===== src/design/uvs_pkg.sv =====
package uvs_pkg;

  localparam int SEG_W        = 11;
  localparam int MAX_SEGMENTS = 1024;
  localparam int POS_FRAC     = 14;
  localparam int Q60_SHIFT    = 60 - POS_FRAC;
  localparam int POS_W        = 16;
  localparam int TEX_W        = 17;
  localparam int IDX_W        = 21;
  localparam int DIV_STEPS    = 33;
  localparam int QW           = DIV_STEPS + 1;
  localparam int CORDIC_STEPS = 24;
  localparam int STEP_W       = 5;
  localparam int CW           = 34;
  localparam int AW           = 3;
  localparam int DW           = 32;

  // stage positions in the pipeline
  localparam int STG_A   = DIV_STEPS;
  localparam int STG_B   = STG_A + CORDIC_STEPS + 1;
  localparam int STG_C   = STG_B + 1;
  localparam int STG_D   = STG_C + 1;
  localparam int LATENCY = STG_D + 1;

  localparam logic signed [CW-1:0] CORDIC_GAIN = CW'(32'h26DD3B6A);
  localparam logic signed [CW-1:0] Q30_ONE     = CW'(33'sh040000000);

  localparam logic [29:0] ATAN_TURNS [CORDIC_STEPS] = '{
    30'h20000000, 30'h12E4051E, 30'h09FB385B, 30'h051111D4, 30'h028B0D43, 30'h0145D7E1,
    30'h00A2F61E, 30'h00517C55, 30'h0028BE53, 30'h00145F2F, 30'h000A2F98, 30'h000517CC,
    30'h00028BE6, 30'h000145F3, 30'h0000A2FA, 30'h0000517D, 30'h000028BE, 30'h0000145F,
    30'h00000A30, 30'h00000518, 30'h0000028C, 30'h00000146, 30'h000000A3, 30'h00000051
  };

  typedef enum logic {
    REG_X_SEGMENTS = 1'b0,
    REG_Y_SEGMENTS = 1'b1
  } reg_idx_t;

  typedef struct packed {
    logic [SEG_W-1:0] rem;
    logic [QW-1:0]    quo;
  } div_t;

  typedef struct packed {
    logic signed [CW-1:0] x;
    logic signed [CW-1:0] y;
    logic signed [CW-1:0] z;
  } cor_t;

  typedef struct packed {
    logic [1:0]         quad;
    logic signed [31:0] res;
  } phase_t;

  typedef struct packed {
    logic signed [31:0] c;
    logic signed [31:0] s;
  } sc_t;

  typedef struct packed {
    logic [SEG_W-1:0] column;
    logic [SEG_W-1:0] row;
    logic [TEX_W-1:0] tex_u;
    logic [TEX_W-1:0] tex_v;
    logic [1:0]       quad_h;
    logic [1:0]       quad_v;
    logic             zero_h;
    logic             zero_v;
  } side_t;

  function automatic logic [SEG_W-1:0] clamp_seg(input logic [SEG_W-1:0] s);
    if (s == '0) return SEG_W'(1);
    if (s > SEG_W'(MAX_SEGMENTS)) return SEG_W'(MAX_SEGMENTS);
    return s;
  endfunction

  // n == d gives an exact power of two; otherwise plain long division
  function automatic div_t div_init(input logic [SEG_W-1:0] n, input logic [SEG_W-1:0] d);
    div_t r;
    if (n == d) begin
      r.rem = '0;
      r.quo = QW'(1);
    end else begin
      r.rem = n;
      r.quo = '0;
    end
    return r;
  endfunction

  function automatic phase_t phase_split(input logic [31:0] ph);
    phase_t p;
    logic [31:0] sum;
    sum    = ph + 32'h20000000;
    p.quad = sum[31:30];
    p.res  = $signed(ph - {sum[31:30], 30'b0});
    return p;
  endfunction

  function automatic sc_t rot_quad(input logic [1:0] quad, input logic zero,
                                   input logic signed [CW-1:0] x,
                                   input logic signed [CW-1:0] y);
    sc_t r;
    logic signed [CW-1:0] xa;
    logic signed [CW-1:0] ya;
    logic signed [CW-1:0] c;
    logic signed [CW-1:0] s;
    xa = zero ? Q30_ONE : x;
    ya = zero ? '0 : y;
    case (quad)
      2'd0:    begin c = xa;  s = ya;  end
      2'd1:    begin c = -ya; s = xa;  end
      2'd2:    begin c = -xa; s = -ya; end
      default: begin c = ya;  s = -xa; end
    endcase
    r.c = c[31:0];
    r.s = s[31:0];
    return r;
  endfunction

  function automatic logic [POS_W-1:0] round_q60(input logic signed [63:0] v);
    logic signed [63:0] t;
    logic signed [63:0] lim;
    t   = (v + (64'sd1 <<< (Q60_SHIFT - 1))) >>> Q60_SHIFT;
    lim = 64'sd1 <<< POS_FRAC;
    if (t > lim) t = lim;
    if (t < -lim) t = -lim;
    return t[POS_W-1:0];
  endfunction

endpackage


===== src/design/uvs_cordic_cell.sv =====
module uvs_cordic_cell (
  input  logic                       clk,
  input  logic                       en,
  input  logic [uvs_pkg::STEP_W-1:0] step,
  input  uvs_pkg::cor_t              din,
  output uvs_pkg::cor_t              dout
);
  import uvs_pkg::*;

  logic signed [CW-1:0] dx;
  logic signed [CW-1:0] dy;
  logic signed [CW-1:0] ang;
  cor_t                 dout_next;

  always_comb begin
    dx  = $signed(din.y) >>> step;
    dy  = $signed(din.x) >>> step;
    ang = $signed({{(CW-30){1'b0}}, ATAN_TURNS[step]});
    if (!din.z[CW-1]) begin
      dout_next.x = din.x - dx;
      dout_next.y = din.y + dy;
      dout_next.z = din.z - ang;
    end else begin
      dout_next.x = din.x + dx;
      dout_next.y = din.y - dy;
      dout_next.z = din.z + ang;
    end
  end

  always_ff @(posedge clk) begin
    if (en) begin
      dout <= dout_next;
    end
  end

endmodule


===== config.mk =====
export PLATFORM = sky130hd
export DESIGN_NAME = uvs_cordic_cell
export DESIGN_NICKNAME = d
export VERILOG_FILES = /design/src/design/uvs_pkg.sv /design/src/design/uvs_cordic_cell.sv
export SDC_FILE = /design/constraint.sdc
export NUM_CORES = 1
export LEC_CHECK = 0
export ABC_AREA = 0
export BUFFER_PORTS_ARGS = -buffer_cell sky130_fd_sc_hd__buf_2
export CAP_MARGIN = 20
export CORE_AREA = 3 3 230 232
export CTS_CLUSTER_SIZE = 24
export DETAILED_ROUTE_END_ITERATION = 12
export DIE_AREA = 0 0 233 235
export GPL_TIMING_DRIVEN = 0
export PLACE_DENSITY = 0.49
export SKIP_CTS_REPAIR_TIMING = 1
export SYNTH_ARGS = -nofsm -noshare
export SYNTH_HDL_FRONTEND = slang
export SYNTH_SLANG_ARGS = --single-unit
export TNS_END_PERCENT = 50

===== constraint.sdc =====
create_clock -name clk -period 6.71 [get_ports clk]
set_input_delay 1.0065 -clock clk [delete_from_list [all_inputs] [get_ports clk]]
set_output_delay 1.0065 -clock clk [all_outputs]
set_load 0.05 [all_outputs]

==> impl_results.md <==
- Chip width: 233 µm
- Pre-CTS WS: -2.40 ns
- VDD IR-drop max: 0.134 mV
- Final worst setup slack: 0.0956 ns
- CP top delay family: buffers and inverters
- FP Rows: 83
- Hold depth: 2
- Adder-cell share of the synthesized area: 9.39%
- Largest register FFs: 102
- Type of element capturing the critical path: flop
- Post-DR vias/cell: 5.99
- DRT iter0 DRCs: 1487
- HP Start: din[68]
- Root Driver: clkbuf_16
- Mapped Area: 15300 µm²
- DRC violations left: 0
- Fin. Hold Viols: 0
- CTS Buf Count: 9
- Tmin final: 6.61 ns
- CP required: 6.86 ns
- WP buf/inv: 9
- Initial antenna violation count: 3
- DR pass1 iterations: 6
- Antenna diode count: 0
- Die Ht: 235 µm
- CP arrival: 6.77 ns
- Hold Crit Class: input port to flop
- Synth Area in Simple Gates: 15.7%
- Startpoint types: input port
- Leak: 7.60 nW
- Status: complete, no violations
- Placed cell count: 2643
- Post-synth EDFFs: 102
- DPL Wire Length: 63.1 mm
- Number of global-route vias before repair: 15600
- Max incr delay on CP: 0.39 ns
- Placer Congestion: 1.03
- Area Overhead vs Synth: 20.9%
- First-pass GRT wire length: 111 mm
- Clock buffer depth: 2
- Final Non-Filler Cells: 2678
- Xor and xnor fraction of the mapped netlist area: 10.1%
- Slew @ Worst Pin: 1.28 ns
- Worst setup endpoint: dout[27]
- Setup Viol. Count Final: 0
- Initial Util: 29.9%
- Die area: 54800 µm²
- DR vias: 16100
- Synth Area in Compound Gates: 24.6%
- Crit path kind: input port to flop
- CORE AREA: 51200 µm²
- Power per standard cell area: 237 nW/µm²
- Biggest regs: dout: 102 flops
- Grt ovf: 0
- Syn Nets: 1971
- Utilization of the core after routing: 36.1%
- Ys async rst share: 0%
- I/O Buffers: 209
- Total of max-cap violations: 0
- Total stage count of the critical path: 22
- Prevailing post-synth register cell: edfxtp_1
- Syn Area/Cell: 8.74 µm²
- Worst-path clk slew: 0.08 ns
- Crit Path Max Fanout: 10
- Multiplexer share of the synthesized area: 16.1%
- Setup crit start: step[4]
- Period utilization: 98.6%
- FF+latch count, synth: 102
- Yosys cell types: 94
- Slew headroom: 14.6%
- Worst path most repeated cell: clkbuf_4
- Largest net degree at the start of global routing: 53
- Register area share after synthesis: 20.0%
- Mapped Cells: 1749
- Post-route ant nets: 0
- Final-stage net count: 2215
- Layout cell share with drive strength beyond 1: 25.7%
- Detailed-route wire length: 79.7 mm
- Clock tree sinks: 102
- Top reg by flops: dout
- CP max-delay cell: a311o_1
- Overall routing resource usage: 28.2%
- Final Max Tran Viols: 0
- Routed len/inst: 29.7 µm
- Main combinational cell family by area after synthesis: compound AO/OA/AOI/OAI gates
- Fmax: 151 MHz
- Yosys warns: 0
- Cells along the critical path: buf_2, clkbuf_2, clkbuf_2, clkbuf_4, clkbuf_4, clkbuf_4, clkbuf_4, clkbuf_4, buf_2, nor2_1, xor2_1, ha_1, a21o_1, a21o_1, a21o_1, a221oi_1, nor2b_1, a311o_1, and2_1, o31a_1, o41ai_1, xnor2_1
- TritonCTS clock tree: built
- H-tree depth: 3
- Io pins: 211
## synthesized netlist by cell type (31+ instances only)
master	number	area share [%]
a21oi_1	150	4.9
nand2_1	126	3.1
edfxtp_1	102	20
xor2_1	65	3.7
nor2_1	156	3.8
nor3_1	31	1.0
nand3_1	35	1.1
clkbuf_1	46	1.1
o21ai_0	90	2.9
inv_1	38	0.93
a31oi_1	32	1.3
a21o_1	59	2.9
xnor2_1	111	6.4
ha_1	110	9.0
mux4_2	59	8.7
mux2i_1	83	5.4
## layout by cell type (no fill, tap or decap), drive strengths merged, types with 8 or more instances in the layout
| cell type | n |
|---|---|
| a22oi | 8 |
| nand2 | 126 |
| xor2 | 65 |
| mux2 | 23 |
| a221oi | 13 |
| nor3 | 32 |
| a31oi | 32 |
| inv | 41 |
| a21boi | 8 |
| nand2b | 29 |
| clkbuf | 67 |
| xnor2 | 111 |
| o21bai | 12 |
| buf | 271 |
| o22ai | 23 |
| nor2 | 157 |
| edfxtp | 102 |
| o211ai | 9 |
| and2 | 25 |
| a21oi | 150 |
| ha | 110 |
| or2 | 8 |
| o21ai | 91 |
| a21o | 59 |
| mux4 | 59 |
| o21a | 22 |
| mux2i | 85 |
| nor2b | 24 |
| nand4 | 13 |
| nand3 | 35 |
| and3 | 12 |
| o221ai | 10 |
| a211oi | 24 |
## per-layer routing
layer	up-vias	share of wire, %	track usage, %
met5	-	0	0
met4	0	4.6	12.0
met3	134	8.1	6.35
met2	745	43	42.8
met1	7986	44	38.4
li1	7186	-	-
## how the worst min path moves through the flow
stage                     to  slack [ns]
floorplan            dout[0]        1.12
global placement     dout[0]        1.32
detailed placement  dout[68]        1.33
CTS                 dout[68]        0.90
global route        dout[68]        0.93
finish              dout[68]        0.93
## logic make-up (layout without fill, tap and decap cells)
kind of cell	Yosys count	count (layout)
flops	102	102
fa+ha+maj	113	113
buf+inv	138	387
simple gates	494	494
mux	167	167
compound gates	559	559
xor+xnor	176	176
## power breakdown
group          switching [W]  internal (W)  leakage (nW)
clock network       0.000275      0.000289         0.142
registers          0.0000408      0.000954         0.999
logic                0.00190      0.000921          6.46
## stage by stage
| step | power, W | area, µm² | TNS, ns | hold WS (ns) |
|---|---|---|---|---|
| after floorplan | 0.00295 | 15300 | 0 | 1.12 |
| after global placement | 0.00368 | 17200 | -87.07 | 1.32 |
| after detailed placement | 0.00367 | 17300 | -84.56 | 1.33 |
| after CTS | 0.00427 | 17600 | -58.18 | 0.904 |
| after global routing | 0.00462 | 18500 | -0.0394 | 0.927 |
| final | 0.00438 | 18500 | 0 | 0.929 |
## cell type report
type,count,area (µm²)
Fill cell,5344,32700
Sequential cell,102,3060
Clock inverter,7,72.6
Buffer,93,641
Tap cell,680,851
Timing Repair Buffer,236,1300
Multi-Input combinational cell,1509,12200
Inverter,42,169
Clock buffer,9,225
No activity file was read; power rests on OpenSTA's default activity.
