`src/design/uvs_pkg.sv`:
```
package uvs_pkg;

  localparam int SEG_W        = 11;
  localparam int MAX_SEGMENTS = 1024;
  localparam int POS_FRAC     = 14;
  localparam int Q60_SHIFT    = 60 - POS_FRAC;
  localparam int POS_W        = 16;
  localparam int TEX_W        = 17;
  localparam int IDX_W        = 21;
  localparam int DIV_STEPS    = 33;
  localparam int QW           = DIV_STEPS + 1;
  localparam int CORDIC_STEPS = 24;
  localparam int STEP_W       = 5;
  localparam int CW           = 34;
  localparam int AW           = 3;
  localparam int DW           = 32;

  // stage positions in the pipeline
  localparam int STG_A   = DIV_STEPS;
  localparam int STG_B   = STG_A + CORDIC_STEPS + 1;
  localparam int STG_C   = STG_B + 1;
  localparam int STG_D   = STG_C + 1;
  localparam int LATENCY = STG_D + 1;

  localparam logic signed [CW-1:0] CORDIC_GAIN = CW'(32'h26DD3B6A);
  localparam logic signed [CW-1:0] Q30_ONE     = CW'(33'sh040000000);

  localparam logic [29:0] ATAN_TURNS [CORDIC_STEPS] = '{
    30'h20000000, 30'h12E4051E, 30'h09FB385B, 30'h051111D4, 30'h028B0D43, 30'h0145D7E1,
    30'h00A2F61E, 30'h00517C55, 30'h0028BE53, 30'h00145F2F, 30'h000A2F98, 30'h000517CC,
    30'h00028BE6, 30'h000145F3, 30'h0000A2FA, 30'h0000517D, 30'h000028BE, 30'h0000145F,
    30'h00000A30, 30'h00000518, 30'h0000028C, 30'h00000146, 30'h000000A3, 30'h00000051
  };

  typedef enum logic {
    REG_X_SEGMENTS = 1'b0,
    REG_Y_SEGMENTS = 1'b1
  } reg_idx_t;

  typedef struct packed {
    logic [SEG_W-1:0] rem;
    logic [QW-1:0]    quo;
  } div_t;

  typedef struct packed {
    logic signed [CW-1:0] x;
    logic signed [CW-1:0] y;
    logic signed [CW-1:0] z;
  } cor_t;

  typedef struct packed {
    logic [1:0]         quad;
    logic signed [31:0] res;
  } phase_t;

  typedef struct packed {
    logic signed [31:0] c;
    logic signed [31:0] s;
  } sc_t;

  typedef struct packed {
    logic [SEG_W-1:0] column;
    logic [SEG_W-1:0] row;
    logic [TEX_W-1:0] tex_u;
    logic [TEX_W-1:0] tex_v;
    logic [1:0]       quad_h;
    logic [1:0]       quad_v;
    logic             zero_h;
    logic             zero_v;
  } side_t;

  function automatic logic [SEG_W-1:0] clamp_seg(input logic [SEG_W-1:0] s);
    if (s == '0) return SEG_W'(1);
    if (s > SEG_W'(MAX_SEGMENTS)) return SEG_W'(MAX_SEGMENTS);
    return s;
  endfunction

  // n == d gives an exact power of two; otherwise plain long division
  function automatic div_t div_init(input logic [SEG_W-1:0] n, input logic [SEG_W-1:0] d);
    div_t r;
    if (n == d) begin
      r.rem = '0;
      r.quo = QW'(1);
    end else begin
      r.rem = n;
      r.quo = '0;
    end
    return r;
  endfunction

  function automatic phase_t phase_split(input logic [31:0] ph);
    phase_t p;
    logic [31:0] sum;
    sum    = ph + 32'h20000000;
    p.quad = sum[31:30];
    p.res  = $signed(ph - {sum[31:30], 30'b0});
    return p;
  endfunction

  function automatic sc_t rot_quad(input logic [1:0] quad, input logic zero,
                                   input logic signed [CW-1:0] x,
                                   input logic signed [CW-1:0] y);
    sc_t r;
    logic signed [CW-1:0] xa;
    logic signed [CW-1:0] ya;
    logic signed [CW-1:0] c;
    logic signed [CW-1:0] s;
    xa = zero ? Q30_ONE : x;
    ya = zero ? '0 : y;
    case (quad)
      2'd0:    begin c = xa;  s = ya;  end
      2'd1:    begin c = -ya; s = xa;  end
      2'd2:    begin c = -xa; s = -ya; end
      default: begin c = ya;  s = -xa; end
    endcase
    r.c = c[31:0];
    r.s = s[31:0];
    return r;
  endfunction

  function automatic logic [POS_W-1:0] round_q60(input logic signed [63:0] v);
    logic signed [63:0] t;
    logic signed [63:0] lim;
    t   = (v + (64'sd1 <<< (Q60_SHIFT - 1))) >>> Q60_SHIFT;
    lim = 64'sd1 <<< POS_FRAC;
    if (t > lim) t = lim;
    if (t < -lim) t = -lim;
    return t[POS_W-1:0];
  endfunction

endpackage

```
`src/design/uvs_div_cell.sv`:
```
module uvs_div_cell (
  input  logic                   clk,
  input  logic                   en,
  input  logic [uvs_pkg::SEG_W-1:0] divisor,
  input  uvs_pkg::div_t          din,
  output uvs_pkg::div_t          dout
);
  import uvs_pkg::*;

  logic [SEG_W:0]   rem2;
  logic             ge;
  div_t             dout_next;

  // one restoring step: shift in a zero, subtract when it fits
  always_comb begin
    rem2 = {din.rem, 1'b0};
    ge   = rem2 >= {1'b0, divisor};
    dout_next.rem = ge ? SEG_W'(rem2 - {1'b0, divisor}) : rem2[SEG_W-1:0];
    dout_next.quo = {din.quo[QW-2:0], ge};
  end

  always_ff @(posedge clk) begin
    if (en) begin
      dout <= dout_next;
    end
  end

endmodule

```
`config.mk`:
```
export PLATFORM = sky130hd
export DESIGN_NAME = uvs_div_cell
export DESIGN_NICKNAME = d
export VERILOG_FILES = /design/src/design/uvs_pkg.sv /design/src/design/uvs_div_cell.sv
export SDC_FILE = /design/constraint.sdc
export NUM_CORES = 1
export LEC_CHECK = 0
export BUFFER_PORTS_ARGS = -buffer_cell sky130_fd_sc_hd__buf_2
export CELL_PAD_IN_SITES_DETAIL_PLACEMENT = 1
export CELL_PAD_IN_SITES_GLOBAL_PLACEMENT = 1
export CORE_ASPECT_RATIO = 1.2
export CORE_MARGIN = 2
export CORE_UTILIZATION = 38
export DETAILED_ROUTE_END_ITERATION = 8
export HOLD_SLACK_MARGIN = 0.06
export PLACE_DENSITY_LB_ADDON = 0.1
export SETUP_SLACK_MARGIN = 0.2
export SLEW_MARGIN = 5
export SYNTH_ARGS = -nofsm -noshare
export SYNTH_HDL_FRONTEND = slang
export SYNTH_SLANG_ARGS = --single-unit
```
`constraint.sdc`:
```
create_clock -name clk -period 3.4 [get_ports clk]
set_clock_uncertainty 0.05 [all_clocks]
set_input_delay 0.17 -clock clk [delete_from_list [all_inputs] [get_ports clk]]
set_output_delay 0.17 -clock clk [all_outputs]
set_load 0.02 [all_outputs]
```
==> results of run 1 <==
[critical path: stages]
cell       delay (ns)
buf_2            0.08
inv_1            0.06
ha_1             0.31
nor2b_1          0.15
o2111ai_1        0.34
a311oi_1         0.18
or4_1            0.48
a31o_1           0.24
[layout make-up]
cell class	count	share of cell area (%)
Multi-Input combinational cell	83	21.47
Sequential cell	45	43.25
Timing Repair Buffer	134	26.75
Clock inverter	3	2.082
Tap cell	62	2.483
Clock buffer	5	2.203
Inverter	14	1.762
[layer usage]
layer	vias up	routed length, microns	track usage (%)
met2	69	3298	38.97
met5	-	0	0
met1	815	2430	25.35
met3	6	427	4.751
li1	821	-	-
met4	0	91	7.204
[where the power goes]
group / leakage, nW / internal, W / switching [W]
combinational: 0.885 / 0.000149 / 0.000196
clock: 0.0681 / 0.000292 / 0.000189
sequential: 0.440 / 0.000674 / 0.0000157
total: 1.39 / 0.00111 / 0.000401
[worst paths after layout]
path | from | end | depth (start not counted)
worst min-delay path | din[36] | dout[37] | 2
worst max-delay path | divisor[1] | dout[43] | 8
[cell usage in the layout, fill, tap and decap left out, types with 4 or more instances in the layout]
cell type,Yosys,final
a21oi_1,7,7
buf_2,1,101
clkbuf_8,0,5
dlygate4sd3_1,0,33
edfxtp_1,45,45
ha_1,11,11
inv_1,13,13
mux2_4,5,5
nand2_1,6,6
nand3_1,4,4
nor2_1,9,9
nor3_1,4,4
[what timing repair did]
action / CTS / global route
endpoints found under the hold margin: 33 / 0
hold buffers: 33 / 0
buffers inserted: 0 / 0
[metrics by stage]
step / instances / hold slack, ns / util [%] / total power (W)
floorplan: 144 / 0.2189 / - / 0.0008920
CTS: 346 / 0.1363 / 58.98 / 0.001503
global placement: 305 / 0.2963 / 50.21 / 0.001000
global route: 346 / 0.1365 / 58.98 / 0.001577
detailed placement: 305 / 0.2984 / 50.21 / 0.001010
finish: 346 / 0.1336 / 58.98 / 0.001515
[kinds of logic (layout without fill, tap and decap cells)]
group	count (synthesis)	after routing	synth area share (%)
flops	45	45	64.55
simple gates	33	33	8.668
xor+xnor	4	4	1.674
buf+inv	16	156	3.407
compound gates	28	28	10.04
fa+ha+maj	12	12	7.531
mux	6	6	4.124
==> results.sh, run 1 <==
export IMPL_ios=103
export IMPL_syn2layout_area_growth_pct=49.25
export IMPL_min_period_over_period_pct=58.41
export IMPL_grt_pass1_wl_mm=9.846
export IMPL_seq_area_frac_synth_pct=64.55
export IMPL_synth_cell_types=41
export IMPL_cts_root_buf="clkbuf_8"
export IMPL_dr_pass1_iters=4
export IMPL_gp_congestion=0.8059
export IMPL_slew_violations=0
export IMPL_start_util_pct=39.51
export IMPL_setup_viol=0
export IMPL_synthFlopType="edfxtp_1"
export IMPL_tightest_slew_ns=0.9942
export IMPL_synth_top_cell_by_area="edfxtp_1"
export IMPL_fillers=571
export IMPL_yosysMostFrequentCell="edfxtp_1"
export IMPL_synth_edff_count=45
export IMPL_num_rows=29
export IMPL_maxCapViolCount=0
export IMPL_min_period_ns=1.986
export IMPL_via_count=1711
export IMPL_grt_pass1_vias=1834
export IMPL_ctsResizeCount=0
export IMPL_multi_input_area_sq_um=670.6
export IMPL_grt_usage_pct=21.70
export IMPL_yosysTopAreaCellShare_pct=64.55
export IMPL_wl_per_cell_microns=18.06
export IMPL_cp_start_kind="input port"
export IMPL_status="completed"
export IMPL_route_detailed_drc=0
export IMPL_dieArea_sq_um=6121
export IMPL_ff_latch_area_sq_um=1351
export IMPL_portBuffers=101
export IMPL_fmax_ghz=0.5036
export IMPL_reg_largest_list="dout x45"
export IMPL_core_area_sq_um=5298
export IMPL_viasPerCell=4.945
export IMPL_dieWidth_microns=71.76
export IMPL_regMostFlops="dout"
export IMPL_worstPathRequired_ns=3.41
export IMPL_nNetsFinal=353
export IMPL_placed_area_sq_um=2660
export IMPL_p_leak_nw=1.394
export IMPL_path_class="in -> reg"
export IMPL_die_h_microns=85.31
export IMPL_syn_cell_area_sq_um=2093
export IMPL_relSlewSlack_pct=33.72
export IMPL_place_hpwl_mm=4.037
export IMPL_drive_gt1_share_pct=42.25
export IMPL_clockBufferDepth=2
export IMPL_synth_avg_cell_area_sq_um=14.54
export IMPL_final_hold_viol_count=0
export IMPL_numClockSinks=45
export IMPL_critPathCaptureType="flip-flop"
export IMPL_grt_overflow_total=0
export IMPL_layout_setup_ws_ns=1.414
export IMPL_cellPowerDensity_nw_per_um2=485.0
export IMPL_rsz0062_at_grt="false"
export IMPL_clk_pin_slew_worst_paths_ns=0.08
export IMPL_initialDrtViolationCount=59
export IMPL_final_area_sq_um=3124
export IMPL_worstPathMaxFanout=4
export IMPL_async_flop_share_pct=0
export IMPL_ys_warn_count=0
export IMPL_cts_buffers=5
export IMPL_setup_tns_final_ns=0
export IMPL_synth_cells=144
export IMPL_synth_area_leaders="edfxtp_1 (65%), ha_1 (6.6%), mux2_4 (3.6%)"
export IMPL_n_antenna_cell=0
export IMPL_hold_path_class="in -> reg"
export IMPL_grt_max_degree=46
export IMPL_wirelength_mm=6.248
export IMPL_antenna_found_initial=0
export IMPL_synth_nets=214
export IMPL_cts_tree="yes"
export IMPL_ir_drop_uv=214.9
export IMPL_postRouteAntennaNets=0
export IMPL_largest_reg_flops=45
export IMPL_synth_commonest_cells="edfxtp_1 (45), inv_1 (13), ha_1 (11)"
export IMPL_place_ws_ns=1.083
export IMPL_htree_levels=2
export IMPL_arrival_ns=2.00
export IMPL_synth_seq_cells=45
(Power assumes the default switching activity.)
==> inputs of run 2 (changes only) <==
- CORE_UTILIZATION: 38 -> 35
- clock period: 3.4 -> 2 ns (I/O delays scaled with it)
==> run 2 against run 1 <==
Net effect:
- global-route usage fell by 0.81 points
- largest cell class unchanged
- clock power rose by 39%
- core utilization up 0.41 points
- wire length is 4.5% higher
- sequential power is 70% higher
- cell count increased by 12%
==> results.sh, run 2 (synthesis gave the netlist of run 1 again) <==
export IMPL_regMostFlops="dout"
export IMPL_status="completed"
export IMPL_dieWidth_microns=74.60
export IMPL_fmax_ghz=0.5691
export IMPL_initialDrtViolationCount=66
export IMPL_final_area_sq_um=3388
export IMPL_switching_share_pct=27.30
export IMPL_whs_ns=0.08475
export IMPL_setup_viol=0
export IMPL_seq_power_share_pct=46.6
export IMPL_die_h_microns=88.72
export IMPL_p_sw_w=0.0006851
export IMPL_final_cells=388
export IMPL_combPwrFrac_pct=26.8
export IMPL_fillers=621
export IMPL_rsz0062_at_grt="true"
export IMPL_critPathCaptureType="flip-flop"
export IMPL_min_period_ns=1.757
export IMPL_postRouteAntennaNets=0
export IMPL_dieArea_sq_um=6618
export IMPL_place_hpwl_mm=4.334
export IMPL_numClockSinks=45
export IMPL_cellPowerDensity_nw_per_um2=740.7
export IMPL_largest_reg_flops=45
export IMPL_arrival_ns=1.76
export IMPL_ios=103
export IMPL_wl_per_cell_microns=16.82
export IMPL_final_hold_viol_count=0
export IMPL_viasPerCell=4.747
export IMPL_worstPathRequired_ns=2.00
export IMPL_worstPathMaxFanout=8
export IMPL_p_leak_nw=1.506
export IMPL_grt_usage_pct=20.90
export IMPL_grt_pass1_vias=1957
export IMPL_placed_cells=344
export IMPL_tightest_slew_ns=0.5542
export IMPL_drive_gt1_share_pct=49.03
export IMPL_cts_tree="yes"
export IMPL_slew_violations=0
export IMPL_reg_largest_list="dout x45"
export IMPL_maxCapViolCount=0
export IMPL_final_cell_mix="buf_2 (99), edfxtp_1 (45), dlygate4sd3_1 (33)"
export IMPL_setup_tns_final_ns=0
export IMPL_nNetsFinal=377
export IMPL_via_count=1842
export IMPL_internal_power_w=0.001825
export IMPL_clockBufferDepth=2
export IMPL_num_rows=30
export IMPL_portBuffers=101
export IMPL_cp_start_kind="input port"
export IMPL_min_period_over_period_pct=87.85
export IMPL_final_common_cell="buf_2"
export IMPL_start_util_pct=36.69
export IMPL_placed_area_sq_um=2889
export IMPL_relSlewSlack_pct=63.05
export IMPL_htree_levels=2
export IMPL_antenna_found_initial=0
export IMPL_route_detailed_drc=0
export IMPL_ir_drop_uv=376.2
export IMPL_syn2layout_area_growth_pct=61.86
export IMPL_wirelength_mm=6.528
export IMPL_hold_path_class="in -> reg"
export IMPL_final_core_util_pct=59.39
export IMPL_grt_overflow_total=0
export IMPL_grt_pass1_wl_mm=10.07
export IMPL_gp_congestion=0.7358
export IMPL_grt_max_degree=46
export IMPL_core_area_sq_um=5705
export IMPL_path_class="in -> reg"
export IMPL_dr_pass1_iters=4
export IMPL_n_antenna_cell=0
export IMPL_clk_pin_slew_worst_paths_ns=0.07
export IMPL_cts_buffers=5
export IMPL_cts_root_buf="clkbuf_8"
export IMPL_pwr_share_clk_pct=26.6
==> run 2: changes by cell type in the layout (fill, tap and decap cells not counted), sizes merged <==
cell / delta
bufinv: -1
buf: +24
clkinvlp: +1
==> run 2: final timing paths <==
path,depth (start not counted),to,slack (ns),start
max,10,dout[39],0.24,divisor[1]
min,2,dout[41],0.08,din[40]
==> run 2: critical path: stages <==
cell and delay [ns]:
buf_8 0.10, inv_8 0.05, ha_4 0.20, ha_4 0.15
o211ai_1 0.16, nand2_1 0.11, a211o_4 0.38, nor2_8 0.15
inv_8 0.06, mux2_4 0.29
==> run 2: power by group through the flow <==
stage | Combinational (W) | Sequential, W | Clock, W
finish | 0.000672 | 0.00117 | 0.000667
global route | 0.000728 | 0.00118 | 0.000724
CTS | 0.000650 | 0.00117 | 0.000676
detailed placement | 0.000597 | 0.00119 | 0
global placement | 0.000585 | 0.00118 | 0
floorplan | 0.000219 | 0.00131 | 0
==> run 2: metal layers <==
layer | track usage, % | share of wire (%)
met5 | 0 | 0
met4 | 10.23 | 3.2
met3 | 4.100 | 7.2
met2 | 38.54 | 53
met1 | 22.36 | 37
==> run 2: layout make-up <==
class,count,area (sq um),area share (%)
clock buffers,5,68.82,2.031
inverters,14,67.56,1.994
clock inverters,3,41.29,1.219
repair buffers,158,1028,30.35
flip-flops and latches,45,1351,39.88
well taps,80,100.1,2.954
multi-input cells,83,730.7,21.57
==> run 2: timing repair <==
action	4_1_cts	5_1_grt
hold buffers	33	0
setup endpoints to repair	5	7
buffers inserted	0	3
pin swaps	1	7
gates resized for setup	0	10
hold endpoints to repair	33	0
==> run 2: stage by stage <==
step                      setup WS, ns  total power (W)
final                           0.2430         0.002510
after global routing            0.1636         0.002631
after floorplan                0.06114         0.001529
after CTS                       0.2148         0.002494
after detailed placement       -0.1347         0.001784
after global placement         -0.1159         0.001766
==> inputs of run 3 (changes only) <==
- CORE_UTILIZATION: 35 -> 38
- RECOVER_POWER: unset -> 25
- TNS_END_PERCENT: unset -> 20
- clock period: 2 -> 2.3 ns (I/O delays scaled with it)
==> run 3 against run 2 <==
Net effect:
- via count decreased by 5.4%
- power decreased by 15%
- combinational power fell by 21%
- cell count shrank 8.8%
- setup slack better by 0.10 ns
- highest routed layer unchanged
- sequential share of layout area rose by 2.9 points
- non-clock buffer count down 16
- critical path depth unchanged
- core utilization up 0.18 points
- largest power group unchanged
- sequential power fell by 13%
- flip-flop and latch count did not move
==> results.sh, run 3 (synthesis gave the netlist of run 1 again) <==
export IMPL_final_common_cell="buf_2"
export IMPL_critPathCaptureType="flip-flop"
export IMPL_largest_reg_flops=45
export IMPL_whs_ns=0.09245
export IMPL_cellPowerDensity_nw_per_um2=674.0
export IMPL_fmax_ghz=0.5114
export IMPL_pwr_share_clk_pct=27.0
export IMPL_slew_violations=0
export IMPL_regMostFlops="dout"
export IMPL_min_period_ns=1.955
export IMPL_n_antenna_cell=0
export IMPL_num_rows=29
export IMPL_core_area_sq_um=5298
export IMPL_ir_drop_uv=262.6
export IMPL_p_sw_w=0.0005782
export IMPL_place_hpwl_mm=4.380
export IMPL_grt_overflow_total=0
export IMPL_hold_depth=2
export IMPL_ctsResizeCount=0
export IMPL_hold_buffers=33
export IMPL_drive_gt1_share_pct=42.81
export IMPL_hold_path_class="in -> reg"
export IMPL_postCtsSetupRepairBufs=0
export IMPL_p_leak_nw=1.414
export IMPL_initialDrtViolationCount=99
export IMPL_switching_share_pct=27.19
export IMPL_cts_buffers=5
export IMPL_htree_levels=2
export IMPL_gp_congestion=0.8229
export IMPL_internal_power_w=0.001548
export IMPL_cp_start_kind="input port"
export IMPL_portBuffers=101
export IMPL_clk_pin_slew_worst_paths_ns=0.08
export IMPL_ios=103
export IMPL_grt_usage_pct=22.16
export IMPL_grt_max_degree=25
export IMPL_via_count=1742
export IMPL_min_period_over_period_pct=85.02
export IMPL_cts_tree="yes"
export IMPL_clockBufferDepth=2
export IMPL_route_detailed_drc=0
export IMPL_setup_tns_final_ns=0
export IMPL_die_h_microns=85.31
export IMPL_worstPathRequired_ns=2.29
export IMPL_nNetsFinal=361
export IMPL_final_hold_viol_count=0
export IMPL_crit_path_end="dout[37]"
export IMPL_rsz0062_at_grt="false"
export IMPL_seq_power_share_pct=48.2
export IMPL_start_util_pct=39.51
export IMPL_cts_root_buf="clkbuf_8"
export IMPL_antenna_found_initial=0
export IMPL_numClockSinks=45
export IMPL_tightest_slew_ns=1.273
export IMPL_maxCapViolCount=0
export IMPL_wirelength_mm=6.482
export IMPL_setup_viol=0
export IMPL_dieWidth_microns=71.76
export IMPL_path_class="in -> reg"
export IMPL_grt_pass1_vias=1890
export IMPL_combPwrFrac_pct=24.8
export IMPL_syn2layout_area_growth_pct=50.75
export IMPL_crit_start="divisor[1]"
export IMPL_report_power_total_w=0.002127
export IMPL_status="completed"
export IMPL_grt_pass1_wl_mm=10.06
export IMPL_final_cell_mix="buf_2 (100), edfxtp_1 (45), dlygate4sd3_1 (33)"
export IMPL_arrival_ns=1.95
export IMPL_worstPathMaxFanout=8
export IMPL_dr_pass1_iters=4
export IMPL_postRouteAntennaNets=0
export IMPL_wl_per_cell_microns=18.31
export IMPL_reg_largest_list="dout x45"
export IMPL_viasPerCell=4.921
export IMPL_dieArea_sq_um=6121
export IMPL_relSlewSlack_pct=15.12
## run 3: cell count changes in the layout (fill, tap and decap cells not counted), moves of 2 or more
cell	delta
buf_4	-17
inv_1	+2
ha_4	-3
ha_1	+3
inv_8	-2
clkbuf_1	+2
## run 3: layout make-up
cell class,count,area [sq um]
Inverter,14,55.05
Fill cell,579,2142
Tap cell,62,77.57
Clock buffer,6,72.57
Sequential cell,45,1351
Multi-Input combinational cell,83,670.6
Clock inverter,2,33.78
Timing Repair Buffer,142,894.6
## run 3: metal layers
metal	global-route usage [%]	vias to the layer above	wire length (microns)
li1	-	833	-
met4	8.576	0	136
met1	24.15	818	2371
met5	0	-	0
met2	41.33	76	3526
met3	4.513	15	446
## run 3: worst min path at each step
stage / to / start / slack, ns
final: dout[39] / din[38] / 0.09
after global routing: dout[39] / din[38] / 0.09
after CTS: dout[39] / din[38] / 0.08
after detailed placement: dout[5] / din[4] / 0.24
after global placement: dout[18] / din[17] / 0.24
after floorplan: dout[10] / din[9] / 0.16
## run 3: stage by stage
stage               util, %  std cells  cell area, sq um  worst slack [ns]
floorplan                 -        144              2093            0.2868
global placement      51.35        313              2720            0.1115
detailed placement    51.35        313              2720           0.02265
CTS                   59.59        354              3157            0.3325
global route          59.57        354              3156            0.2094
finish                59.57        354              3156            0.3445
## run 3: critical path: stages
cell and delay, ns:
buf_2 0.07, inv_1 0.06, ha_1 0.31, ha_1 0.20, o211ai_1 0.19, nand2_1 0.10, a211o_1 0.36, nor2_8 0.16
inv_4 0.09, mux2_4 0.30
## run 3: power by group through the flow
stage               clock network [W]  registers, W  logic, W
global placement                    0       0.00103  0.000465
global route                 0.000610       0.00103  0.000571
CTS                          0.000576       0.00102  0.000525
detailed placement                  0       0.00103  0.000477
floorplan                           0       0.00114  0.000180
finish                       0.000574       0.00102  0.000528
